**src/rtl/jmsp_pkg.sv**
```systemverilog
package jmsp_pkg;

    localparam int COUNT_BITS_DEF = 24;
    localparam int SCAN_LEN_W     = 24;
    localparam int QDEPTH         = 4;
    localparam int QPTR_W         = $clog2(QDEPTH);
    localparam int QCNT_W         = $clog2(QDEPTH + 1);

    // region codes
    localparam logic [2:0] REG_HDR     = 3'd0;
    localparam logic [2:0] REG_Q0      = 3'd1;
    localparam logic [2:0] REG_Q1      = 3'd2;
    localparam logic [2:0] REG_SCAN    = 3'd3;
    localparam logic [2:0] REG_END     = 3'd4;
    localparam logic [2:0] REG_IGNORED = 3'd5;

    // status codes
    localparam logic [2:0] ST_RUN     = 3'd0;
    localparam logic [2:0] ST_EOI     = 3'd1;
    localparam logic [2:0] ST_FRAMING = 3'd2;
    localparam logic [2:0] ST_MARKER  = 3'd3;
    localparam logic [2:0] ST_TRUNC   = 3'd4;

    typedef struct packed {
        logic [7:0]            data;
        logic [2:0]            region;
        logic [2:0]            status;
        logic [SCAN_LEN_W-1:0] scan_len;
        logic                  last;
    } result_t;

endpackage

```
**src/rtl/jmsp_step.sv**
```systemverilog
module jmsp_step #(
    parameter int COUNT_BITS = jmsp_pkg::COUNT_BITS_DEF
) (
    input  logic             clk,
    input  logic             rst_n,
    input  logic             accept,
    input  logic [7:0]       data_byte,
    input  logic             frame_end,
    output jmsp_pkg::result_t res0,
    output jmsp_pkg::result_t res1,
    output logic [1:0]       res_n
);
    import jmsp_pkg::*;

    typedef enum logic [3:0] {
        PH_EXP_FF,
        PH_EXP_CODE,
        PH_LEN_HI,
        PH_LEN_LO,
        PH_BODY,
        PH_SCAN,
        PH_DONE_EOI,
        PH_DONE_FRAMING,
        PH_DONE_MARKER
    } phase_t;

    localparam logic [7:0] MK_FF  = 8'hFF;
    localparam logic [7:0] MK_SOI = 8'hD8;
    localparam logic [7:0] MK_APP = 8'hE0;
    localparam logic [7:0] MK_DQT = 8'hDB;
    localparam logic [7:0] MK_DHT = 8'hC4;
    localparam logic [7:0] MK_SOF = 8'hC0;
    localparam logic [7:0] MK_SOS = 8'hDA;
    localparam logic [7:0] MK_EOI = 8'hD9;
    localparam logic [COUNT_BITS-1:0] CNT_MAX = '1;

    phase_t                phase_reg, phase_next;
    logic [7:0]            seg_type_reg, seg_type_next;
    logic [15:0]           len_reg, len_next;
    logic [15:0]           pos_reg, pos_next;
    logic [1:0]            tables_reg, tables_next;
    logic                  soi_reg, soi_next;
    logic                  held_reg, held_next;
    logic [COUNT_BITS-1:0] cnt_reg, cnt_next;
    logic [1:0]            tag_reg, tag_next;

    logic [COUNT_BITS-1:0] cnt_inc1, cnt_inc2;
    logic [15:0]           len_full;
    logic [15:0]           pos_inc;
    phase_t                end_phase;

    function automatic logic [SCAN_LEN_W-1:0] clip(input logic [COUNT_BITS-1:0] c);
        if (COUNT_BITS > SCAN_LEN_W && (c >> SCAN_LEN_W) != '0)
            return '1;
        return SCAN_LEN_W'(c);
    endfunction

    assign cnt_inc1  = (cnt_reg == CNT_MAX) ? cnt_reg : cnt_reg + 1'b1;
    assign cnt_inc2  = (cnt_inc1 == CNT_MAX) ? cnt_inc1 : cnt_inc1 + 1'b1;
    assign len_full  = {len_reg[15:8], data_byte};
    assign pos_inc   = pos_reg + 16'd1;
    assign end_phase = (seg_type_reg == MK_SOS) ? PH_SCAN : PH_EXP_FF;

    always_comb
    begin
        phase_next    = phase_reg;
        seg_type_next = seg_type_reg;
        len_next      = len_reg;
        pos_next      = pos_reg;
        tables_next   = tables_reg;
        soi_next      = soi_reg;
        held_next     = held_reg;
        cnt_next      = cnt_reg;
        tag_next      = tag_reg;

        res0   = '{data: data_byte, region: REG_HDR, status: ST_RUN,
                   scan_len: clip(cnt_reg), last: 1'b0};
        res1   = res0;
        res_n  = 2'd1;

        unique case (phase_reg)
            PH_EXP_FF:
            begin
                if (data_byte == MK_FF)
                    phase_next = PH_EXP_CODE;
                else
                begin
                    phase_next  = PH_DONE_FRAMING;
                    res0.status = ST_FRAMING;
                end
            end
            PH_EXP_CODE:
            begin
                seg_type_next = data_byte;
                if (data_byte == MK_SOI)
                begin
                    soi_next   = 1'b1;
                    phase_next = PH_EXP_FF;
                end
                else if (data_byte == MK_APP || data_byte == MK_DHT ||
                         data_byte == MK_SOF || (data_byte == MK_SOS && soi_reg))
                begin
                    tag_next   = 2'd0;
                    phase_next = PH_LEN_HI;
                end
                else if (data_byte == MK_DQT)
                begin
                    if (soi_reg && tables_reg < 2'd2)
                    begin
                        tag_next    = tables_reg + 2'd1;
                        tables_next = tables_reg + 2'd1;
                    end
                    else
                        tag_next = 2'd0;
                    phase_next = PH_LEN_HI;
                end
                else
                begin
                    phase_next  = PH_DONE_MARKER;
                    res0.status = ST_MARKER;
                end
            end
            PH_LEN_HI:
            begin
                len_next   = {data_byte, 8'h00};
                phase_next = PH_LEN_LO;
            end
            PH_LEN_LO:
            begin
                len_next = len_full;
                pos_next = 16'd0;
                if (len_full < 16'd2)
                begin
                    phase_next  = PH_DONE_FRAMING;
                    res0.status = ST_FRAMING;
                end
                else if (len_full == 16'd2)
                    phase_next = end_phase;
                else
                    phase_next = PH_BODY;
            end
            PH_BODY:
            begin
                // skip the precision/id byte, tag the rest of a counted table
                if (tag_reg != 2'd0 && pos_reg != 16'd0)
                    res0.region = (tag_reg == 2'd1) ? REG_Q0 : REG_Q1;
                pos_next = pos_inc;
                if (pos_inc >= len_reg - 16'd2)
                    phase_next = end_phase;
            end
            PH_SCAN:
            begin
                if (held_reg)
                begin
                    held_next = 1'b0;
                    res0.data = MK_FF;
                    res_n     = 2'd2;
                    if (data_byte == 8'h00)
                    begin
                        cnt_next      = cnt_inc2;
                        res0.region   = REG_SCAN;
                        res0.scan_len = clip(cnt_inc1);
                        res1.region   = REG_SCAN;
                        res1.scan_len = clip(cnt_inc2);
                    end
                    else if (data_byte == MK_EOI)
                    begin
                        phase_next  = PH_DONE_EOI;
                        res0.region = REG_END;
                        res0.status = ST_EOI;
                        res1.region = REG_END;
                        res1.status = ST_EOI;
                    end
                    else
                    begin
                        phase_next  = PH_DONE_MARKER;
                        res0.status = ST_MARKER;
                        res1.status = ST_MARKER;
                    end
                end
                else if (data_byte == MK_FF)
                begin
                    // hold until the next byte decides
                    held_next = 1'b1;
                    res_n     = 2'd0;
                end
                else
                begin
                    cnt_next      = cnt_inc1;
                    res0.region   = REG_SCAN;
                    res0.scan_len = clip(cnt_inc1);
                end
            end
            PH_DONE_EOI:
            begin
                res0.region = REG_IGNORED;
                res0.status = ST_EOI;
            end
            PH_DONE_FRAMING:
            begin
                res0.region = REG_IGNORED;
                res0.status = ST_FRAMING;
            end
            PH_DONE_MARKER:
            begin
                res0.region = REG_IGNORED;
                res0.status = ST_MARKER;
            end
            default:
            begin
                res0.region = REG_IGNORED;
            end
        endcase

        if (frame_end)
        begin
            // release a held FF, mark running results truncated, restart
            if (held_next)
            begin
                if (res_n == 2'd0)
                begin
                    res0.data   = MK_FF;
                    res0.region = REG_HDR;
                    res0.status = ST_RUN;
                end
                else
                begin
                    res1.data   = MK_FF;
                    res1.region = REG_HDR;
                    res1.status = ST_RUN;
                    res1.scan_len = clip(cnt_next);
                end
                res_n = res_n + 2'd1;
            end
            if (res0.status == ST_RUN)
                res0.status = ST_TRUNC;
            if (res1.status == ST_RUN)
                res1.status = ST_TRUNC;
            phase_next    = PH_EXP_FF;
            seg_type_next = 8'h00;
            len_next      = 16'd0;
            pos_next      = 16'd0;
            tables_next   = 2'd0;
            soi_next      = 1'b0;
            held_next     = 1'b0;
            cnt_next      = '0;
            tag_next      = 2'd0;
        end

        res0.last = (res_n == 2'd1);
        res1.last = (res_n == 2'd2);
    end

    always_ff @(posedge clk or negedge rst_n)
    begin
        if (!rst_n)
        begin
            phase_reg    <= PH_EXP_FF;
            seg_type_reg <= 8'h00;
            len_reg      <= 16'd0;
            pos_reg      <= 16'd0;
            tables_reg   <= 2'd0;
            soi_reg      <= 1'b0;
            held_reg     <= 1'b0;
            cnt_reg      <= '0;
            tag_reg      <= 2'd0;
        end
        else if (accept)
        begin
            phase_reg    <= phase_next;
            seg_type_reg <= seg_type_next;
            len_reg      <= len_next;
            pos_reg      <= pos_next;
            tables_reg   <= tables_next;
            soi_reg      <= soi_next;
            held_reg     <= held_next;
            cnt_reg      <= cnt_next;
            tag_reg      <= tag_next;
        end
    end

endmodule

```
**src/rtl/jmsp_outq.sv**
```systemverilog
module jmsp_outq (
    input  logic             clk,
    input  logic             rst_n,
    input  logic             push,
    input  logic [1:0]       push_n,
    input  jmsp_pkg::result_t res0,
    input  jmsp_pkg::result_t res1,
    input  logic             pop,
    output jmsp_pkg::result_t head,
    output logic             not_empty,
    output logic             low_room
);
    import jmsp_pkg::*;

    result_t            q_reg [QDEPTH];
    logic [QPTR_W-1:0]  wr_ptr_reg, wr_ptr_next;
    logic [QPTR_W-1:0]  rd_ptr_reg, rd_ptr_next;
    logic [QCNT_W-1:0]  count_reg, count_next;
    logic [QPTR_W-1:0]  wr_ptr_p1;
    logic [1:0]         n_in;

    assign n_in      = push ? push_n : 2'd0;
    assign wr_ptr_p1 = wr_ptr_reg + 1'b1;
    assign head      = q_reg[rd_ptr_reg];
    assign not_empty = (count_reg != '0);
    // need room for two beats whatever the output side does
    assign low_room  = (count_reg > QCNT_W'(QDEPTH - 2));

    always_comb
    begin
        wr_ptr_next = wr_ptr_reg + QPTR_W'(n_in);
        rd_ptr_next = rd_ptr_reg + QPTR_W'(pop);
        count_next  = count_reg + QCNT_W'(n_in) - QCNT_W'(pop);
    end

    always_ff @(posedge clk)
    begin
        if (n_in != 2'd0)
            q_reg[wr_ptr_reg] <= res0;
        if (n_in == 2'd2)
            q_reg[wr_ptr_p1] <= res1;
    end

    always_ff @(posedge clk or negedge rst_n)
    begin
        if (!rst_n)
        begin
            wr_ptr_reg <= '0;
            rd_ptr_reg <= '0;
            count_reg  <= '0;
        end
        else
        begin
            wr_ptr_reg <= wr_ptr_next;
            rd_ptr_reg <= rd_ptr_next;
            count_reg  <= count_next;
        end
    end

endmodule

```
**src/rtl/jpeg_marker_stream_parser.sv**
```systemverilog
// JPEG marker stream parser: takes one frame byte per beat and classifies it as
// header/marker, quantization table 0 or 1 payload, scan payload, end marker or
// ignored, with a running status and a saturating scan byte count. Each byte is
// parsed in the cycle it is accepted and its results go to a four-entry output
// queue draining one beat per cycle while out_stall is low. A byte usually gives
// one result, so the block sustains one byte per clock; an FF in the scan gives
// none and the byte after it gives two; input stalls while under two entries are
// free. Assert frame_end on the last byte of a frame; the parser restarts.
module jpeg_marker_stream_parser #(
    parameter int COUNT_BITS = jmsp_pkg::COUNT_BITS_DEF
) (
    input  logic                            clk,
    input  logic                            rst_n,
    input  logic                            in_valid,
    output logic                            in_stall,
    input  logic [7:0]                      data_byte,
    input  logic                            frame_end,
    output logic                            out_valid,
    input  logic                            out_stall,
    output logic [7:0]                      out_byte,
    output logic [2:0]                      region,
    output logic [2:0]                      status,
    output logic [jmsp_pkg::SCAN_LEN_W-1:0] scan_length,
    output logic                            run_last
);
    import jmsp_pkg::*;

    logic    accept;
    logic    pop;
    logic    low_room;
    logic    not_empty;
    logic [1:0] res_n;
    result_t res0, res1, head;

    assign in_stall = low_room;
    assign accept   = in_valid && !in_stall;
    assign pop      = out_valid && !out_stall;

    jmsp_step #(
        .COUNT_BITS (COUNT_BITS)
    ) u_step (
        .clk       (clk),
        .rst_n     (rst_n),
        .accept    (accept),
        .data_byte (data_byte),
        .frame_end (frame_end),
        .res0      (res0),
        .res1      (res1),
        .res_n     (res_n)
    );

    jmsp_outq u_outq (
        .clk       (clk),
        .rst_n     (rst_n),
        .push      (accept),
        .push_n    (res_n),
        .res0      (res0),
        .res1      (res1),
        .pop       (pop),
        .head      (head),
        .not_empty (not_empty),
        .low_room  (low_room)
    );

    assign out_valid   = not_empty;
    assign out_byte    = head.data;
    assign region      = head.region;
    assign status      = head.status;
    assign scan_length = head.scan_len;
    assign run_last    = head.last;

    a_end_is_eoi: assert property (@(posedge clk) disable iff (!rst_n)
        (out_valid && region == REG_END) |-> status == ST_EOI)
        else $error("end marker beat without EOI status");

    a_ignored_single: assert property (@(posedge clk) disable iff (!rst_n)
        (out_valid && region == REG_IGNORED) |-> run_last)
        else $error("ignored byte produced more than one beat");

    a_scan_status: assert property (@(posedge clk) disable iff (!rst_n)
        (out_valid && region == REG_SCAN) |-> (status == ST_RUN || status == ST_TRUNC))
        else $error("scan payload beat with a final status");

    a_two_results_last: assert property (@(posedge clk) disable iff (!rst_n)
        (accept && res_n == 2'd2) |-> (!res0.last && res1.last))
        else $error("last flag misplaced on a two-beat byte");

endmodule
```
**config.mk**
```make
export PLATFORM = sky130hd
export DESIGN_NAME = jpeg_marker_stream_parser
export DESIGN_NICKNAME = d
export VERILOG_FILES = /design/src/rtl/jmsp_pkg.sv /design/src/rtl/jmsp_step.sv /design/src/rtl/jmsp_outq.sv /design/src/rtl/jpeg_marker_stream_parser.sv
export SDC_FILE = /design/constraint.sdc
export NUM_CORES = 1
export LEC_CHECK = 0
export ABC_AREA = 0
export BUFFER_PORTS_ARGS = -buffer_cell sky130_fd_sc_hd__buf_2
export CAP_MARGIN = 20
export CORE_MARGIN = 4
export CORE_UTILIZATION = 65
export DETAILED_ROUTE_END_ITERATION = 16
export HOLD_SLACK_MARGIN = 0.02
export PLACE_DENSITY_LB_ADDON = 0.08
export SYNTH_ARGS = -nofsm -noshare
export SYNTH_HDL_FRONTEND = slang
export SYNTH_SLANG_ARGS = --single-unit
```
**constraint.sdc**
```tcl
create_clock -name clk -period 13.1 [get_ports clk]
set_input_delay 1.31 -clock clk [delete_from_list [all_inputs] [get_ports clk]]
set_output_delay 1.31 -clock clk [all_outputs]
set_load 0.1 [all_outputs]
```
### After elaboration in Yosys (flattened, before gate mapping)

Memory sizes are Yosys's and may differ from the RTL's.
Index checks and enable logic that the tools add are counted.
Widths: inputs -> output; s select.

* $add $sub $neg: 11
* $lt $le $gt $ge: 4
* equal/unequal tests: 30
* multiplexer cells: 88
* reductions and logical operators: 37

Operators with widths (count)
* $mux 24: 10
* $mux 38: 4
* $eq 8x8->1 const B: 9
* $pmux 16 s2: 2
* $mux 30: 2
* $mux 14: 4
* $add 24x1->24 const B: 2
* $eq 24x24->1 const B: 2
* $mux 2: 23
* $mux 4: 10
* $mux 3: 12
* $mux 16: 2
* $mux 8: 4
* $pmux 4 s6: 1
* $pmux 3 s7: 1
* $add 16x1->16 const B: 1
* $eq 16x2->1 const B: 1
* $eq 4x3->1 const B: 4
* $ge 16x16->1: 1
* $lt 16x2->1 const B: 1
* $reduce_bool 16->1: 1
* $sub 16x2->16 const B: 1
* $reduce_bool 2->1: 7
* $mux 1: 12
* 31 further kinds: 53

* register bits: 81
* RAM bits: 156
* input port bits: 13
* output and inout port bits: 41
* word-level logic and storage cells: 184
* memories: 1

Memory list
* u_outq.q_reg: words 4, bits a word 39, rd ports 1, clocked after Yosys merged registers in 0, wr ports 2, RTL line jmsp_outq.sv:15 `result_t q_reg [QDEPTH];`

### Logic depth before layout (Yosys ltp)

* word-level depth: 13
* depth in mapped cells: 17
* depth with buffers taken out: 14

### Cells and area by module

Synthesis repeated with hierarchy kept, for this count alone.

* cells, all modules: 1382
* area, all modules: 15168.3 µm²

Modules (own cells, without submodules)
* jmsp_outq: times used 1, cells each 424, area an instance 7947.6 µm², sequential area each 4859.7 µm²
* jmsp_step: times used 1, cells each 956, area an instance 7193.1 µm², sequential area each 1851.8 µm²
* jpeg_marker_stream_parser: times used 1, cells each 2, area an instance 27.5 µm², sequential area each 0.0 µm²

### Worst setup path after synthesis

No wires, ideal clock.

* path kind: input-to-reg
* from: input port data_byte[1]
* to: memory u_outq.q_reg[0][0] (netlist name) (enable)
* library setup time: 0.494 ns
* data arrival time: 5.307 ns
* data required time: 12.606 ns
* slack: 7.300 ns
* stages on the path: 10
* path buffers: 2
* cells stage by stage: clkbuf_1 -> nand2_1 -> or3_1 -> clkbuf_1 -> nor2_1 -> nor2_1 -> nor2_1 -> nor2_1 -> nor2_1 -> o31ai_1

RTL lines
* from (decl): RTL line jpeg_marker_stream_parser.sv:16 `input logic [7:0] data_byte,`
* to (decl): RTL line jmsp_outq.sv:15

==> flow_summary.yaml <==
timing:
  grt_setup_unrepaired: "no"
  post-route-period-util_pct: 38.9
  setup_violations: 0
  finalCriticalPeriod_ns: 5.09
  slew_headroom_pct: 29.8
  hold_viol_final: 0
  hold_slack_ns: 0.472
  finClkSkew_ns: 0.0167
  setup_slack_ns: 8.01
  max_freq_mhz: 196
  slew_viol_final: 0
  tns_ns: 0
  worst_pin_slew_ns: 1.02
job:
  cap_violations: 0
logic_synthesis:
  synth.distinct_cells: 90
  yosysWarnings: 0
  synthArstFlopShare_pct: 34.2
  syn_nets: 1604
  synth-main-ff-cell: "edfxtp_1"
  synth.area.top_cells: "edfxtp_1 (31%), dfrtp_1 (13%), mux4_2 (5.8%)"
  synthesis.area_um2: 15200
  synth_most_common_cell: "edfxtp_1"
  ys_seq_area_share_pct: 44.1
  synth_seq_cells: 237
  syn_avg_cell_area_um2: 9.72
  synth_top_area_share_pct: 30.8
  syn_inst: 1564
  ys_top_cells_by_count: "edfxtp_1 (156), nor2_1 (149), nand2_1 (144)"
  synth_edf_count: 156
  synth.largest_area_cell: "edfxtp_1"
final_layout:
  stdcell_area_um2: 16500
  area_growth_syn_to_layout_pct: 8.69
  final_cells: 1882
  largest_reg_flops: 156
  num-nets-final: 1590
  drive_above_1_share_pct: 14.3
  antenna_cells: 0
setup_path:
  max_stage_delay_ns: 0.70
  slowest_stage: "o21ai_0"
  cp.arrival_ns: 5.36
  worstSetupPathType: "reg -> reg"
  worst_setup_path_start_kind: "register"
  setup.worst_path.end_class: "register"
  worstPathCellList: "ha_1, and4_1, nand2_1, nor4_2, buf_4, mux2i_1, inv_1, ha_1, and3_1, nand2_2, nor3_2, o21ai_0, o21ai_0, xor2_1"
  cp.required_ns: 13.37
  cp_max_fo: 14
clocking:
  clkTransAtPathRegs_ns: 0.06
  cts_max_path_buffers: 3
  cts_resized: 0
  cts_tree: "built"
  clock_sinks: 237
  root_buffer: "clkbuf_16"
  h-tree-depth: 1
  worstSkewPairLatency_ns: 0.55
  post_cts_buffers: 0
  hold_buffers: 0
  cts_made_buffers: 26
global_routing:
  first_global_vias: 12300
  grt_pass1_wl_mm: 71.0
  track_usage_pct: 34.8
  grt_max_degree: 82
  grt-ovfl-total: 0
  antenna_found_initial: 0
power_and_ir_drop:
  power_frac_seq_pct: 32.5
  p_comb_share_pct: 46.7
  p_int_w: 0.00181
  vdd_drop_max_uv: 177
  p_clk_share_pct: 20.8
  pwr_density_cell_nw_per_um2: 206
  leakage_nw: 6.09
  switchingPower_w: 0.00160
  swShare_pct: 46.9
route:
  via_count: 13000
  drc: 0
  detail-route-antenna-nets: 0
  drt-total-wl_mm: 45.7
  wl_per_cell_um: 24.3
  drt-vias-per-instance: 6.93
  drt-initial-drc-count: 1934
  dr.pass1.iters: 6
placement:
  place_inst: 1832
  dpl_worst_slack_ns: 7.83
  hpwl_mm: 31.5
  post_dp_cell_area_um2: 15600
  place_congestion: 1.05
  io_buffers: 53
die:
  core_area_um2: 22800
  die_y_um: 161
  ioPinCount: 54
  die_x_um: 161
  rows: 55
  start_util_pct: 66.5
  dieArea_um2: 25900
worst_hold_path:
  hp-class: "reg -> reg"
status:
  status: "complete, no violations"
-- power groups by stage --
stage          Clock [W]  Sequential [W]  Combinational (W)
4_1_cts         0.000713         0.00111            0.00159
6_report        0.000709         0.00111            0.00159
5_1_grt         0.000750         0.00112            0.00169
3_5_place_dp           0         0.00112            0.00158
2_1_floorplan          0         0.00104            0.00134
3_3_place_gp           0         0.00111            0.00155
-- routing by layer --
metal / vias up / global-route usage, % / routed length [um]
li1: 5816 / - / -
met4: 0 / 10.9 / 1610
met1: 6221 / 51.5 / 18300
met3: 138 / 8.67 / 6020
met2: 863 / 51.3 / 19800
met5: - / 0 / 0
-- worst max-delay path: cells and delay by family, from the launching register on --
family,cells,cell delay (ns)
AND/OR/NAND/NOR,6,1.52
AO/OA/AOI/OAI,2,0.96
adder cells (fa/ha/maj),2,0.78
flip-flops,1,0.67
buffers and inverters,2,0.36
multiplexers,1,0.33
XOR/XNOR,1,0.18
-- metrics by stage --
step	utilization, %	total power, W
2_1_floorplan	-	0.00238
3_3_place_gp	68.4	0.00266
3_5_place_dp	68.4	0.00270
4_1_cts	72.0	0.00341
5_1_grt	72.3	0.00356
6_report	72.3	0.00341
-- placed cells by master, fill, tap and decap left out, drive strengths merged, types with 28 or more instances in the layout --
cell | netlist | final
edfxtp | 156 | 156
nor2 | 150 | 150
nand2 | 146 | 146
o21ai | 114 | 114
a21oi | 112 | 112
dfrtp | 81 | 81
buf | 28 | 79
xnor2 | 68 | 68
nand3 | 61 | 61
xor2 | 39 | 39
mux4 | 39 | 39
clkbuf | 93 | 39
nor3 | 36 | 36
or2 | 28 | 28
-- worst paths after layout --
| kind | startpoint | to | slack (ns) | cells after the start |
|---|---|---|---|---|
| min reg2reg | u_step.seg_type_reg[4]$_DFFE_PN0P_ | u_step.seg_type_reg[4]$_DFFE_PN0P_ | 0.47 | 2 |
| min in group asynchronous | rst_n | u_step.len_reg[0]$_DFFE_PN0P_ | 0.71 | 1 |
| max | u_step.cnt_reg[0]$_DFFE_PN0P_ | u_outq.q_reg[0][17]$_DFFE_PP_ | 8.01 | 14 |
| max reg2reg | u_step.cnt_reg[0]$_DFFE_PN0P_ | u_outq.q_reg[0][17]$_DFFE_PP_ | 8.01 | 14 |
| min | u_step.seg_type_reg[4]$_DFFE_PN0P_ | u_step.seg_type_reg[4]$_DFFE_PN0P_ | 0.47 | 2 |
| max in group asynchronous | rst_n | u_step.cnt_reg[2]$_DFFE_PN0P_ | 11.76 | 2 |
-- cell families after synthesis --
family,Yosys count,share of synthesized area [%]
buffers and inverters,144,3.70
AND/OR/NAND/NOR,580,19.0
multiplexers,54,6.81
adder cells (fa/ha/maj),27,2.27
flip-flops,237,44.1
AO/OA/AOI/OAI,415,17.8
XOR/XNOR,107,6.21
-- final cells by class --
class                           count  area, um^2
Multi-Input combinational cell   1183        7990
Sequential cell                   237        6710
Fill cell                        1674        6320
Clock buffer                       39         729
Timing Repair Buffer               79         515
Tap cell                          313         392
Clock inverter                      8         101
Inverter                           23        86.3
No activity file was read; power rests on OpenSTA's default activity.
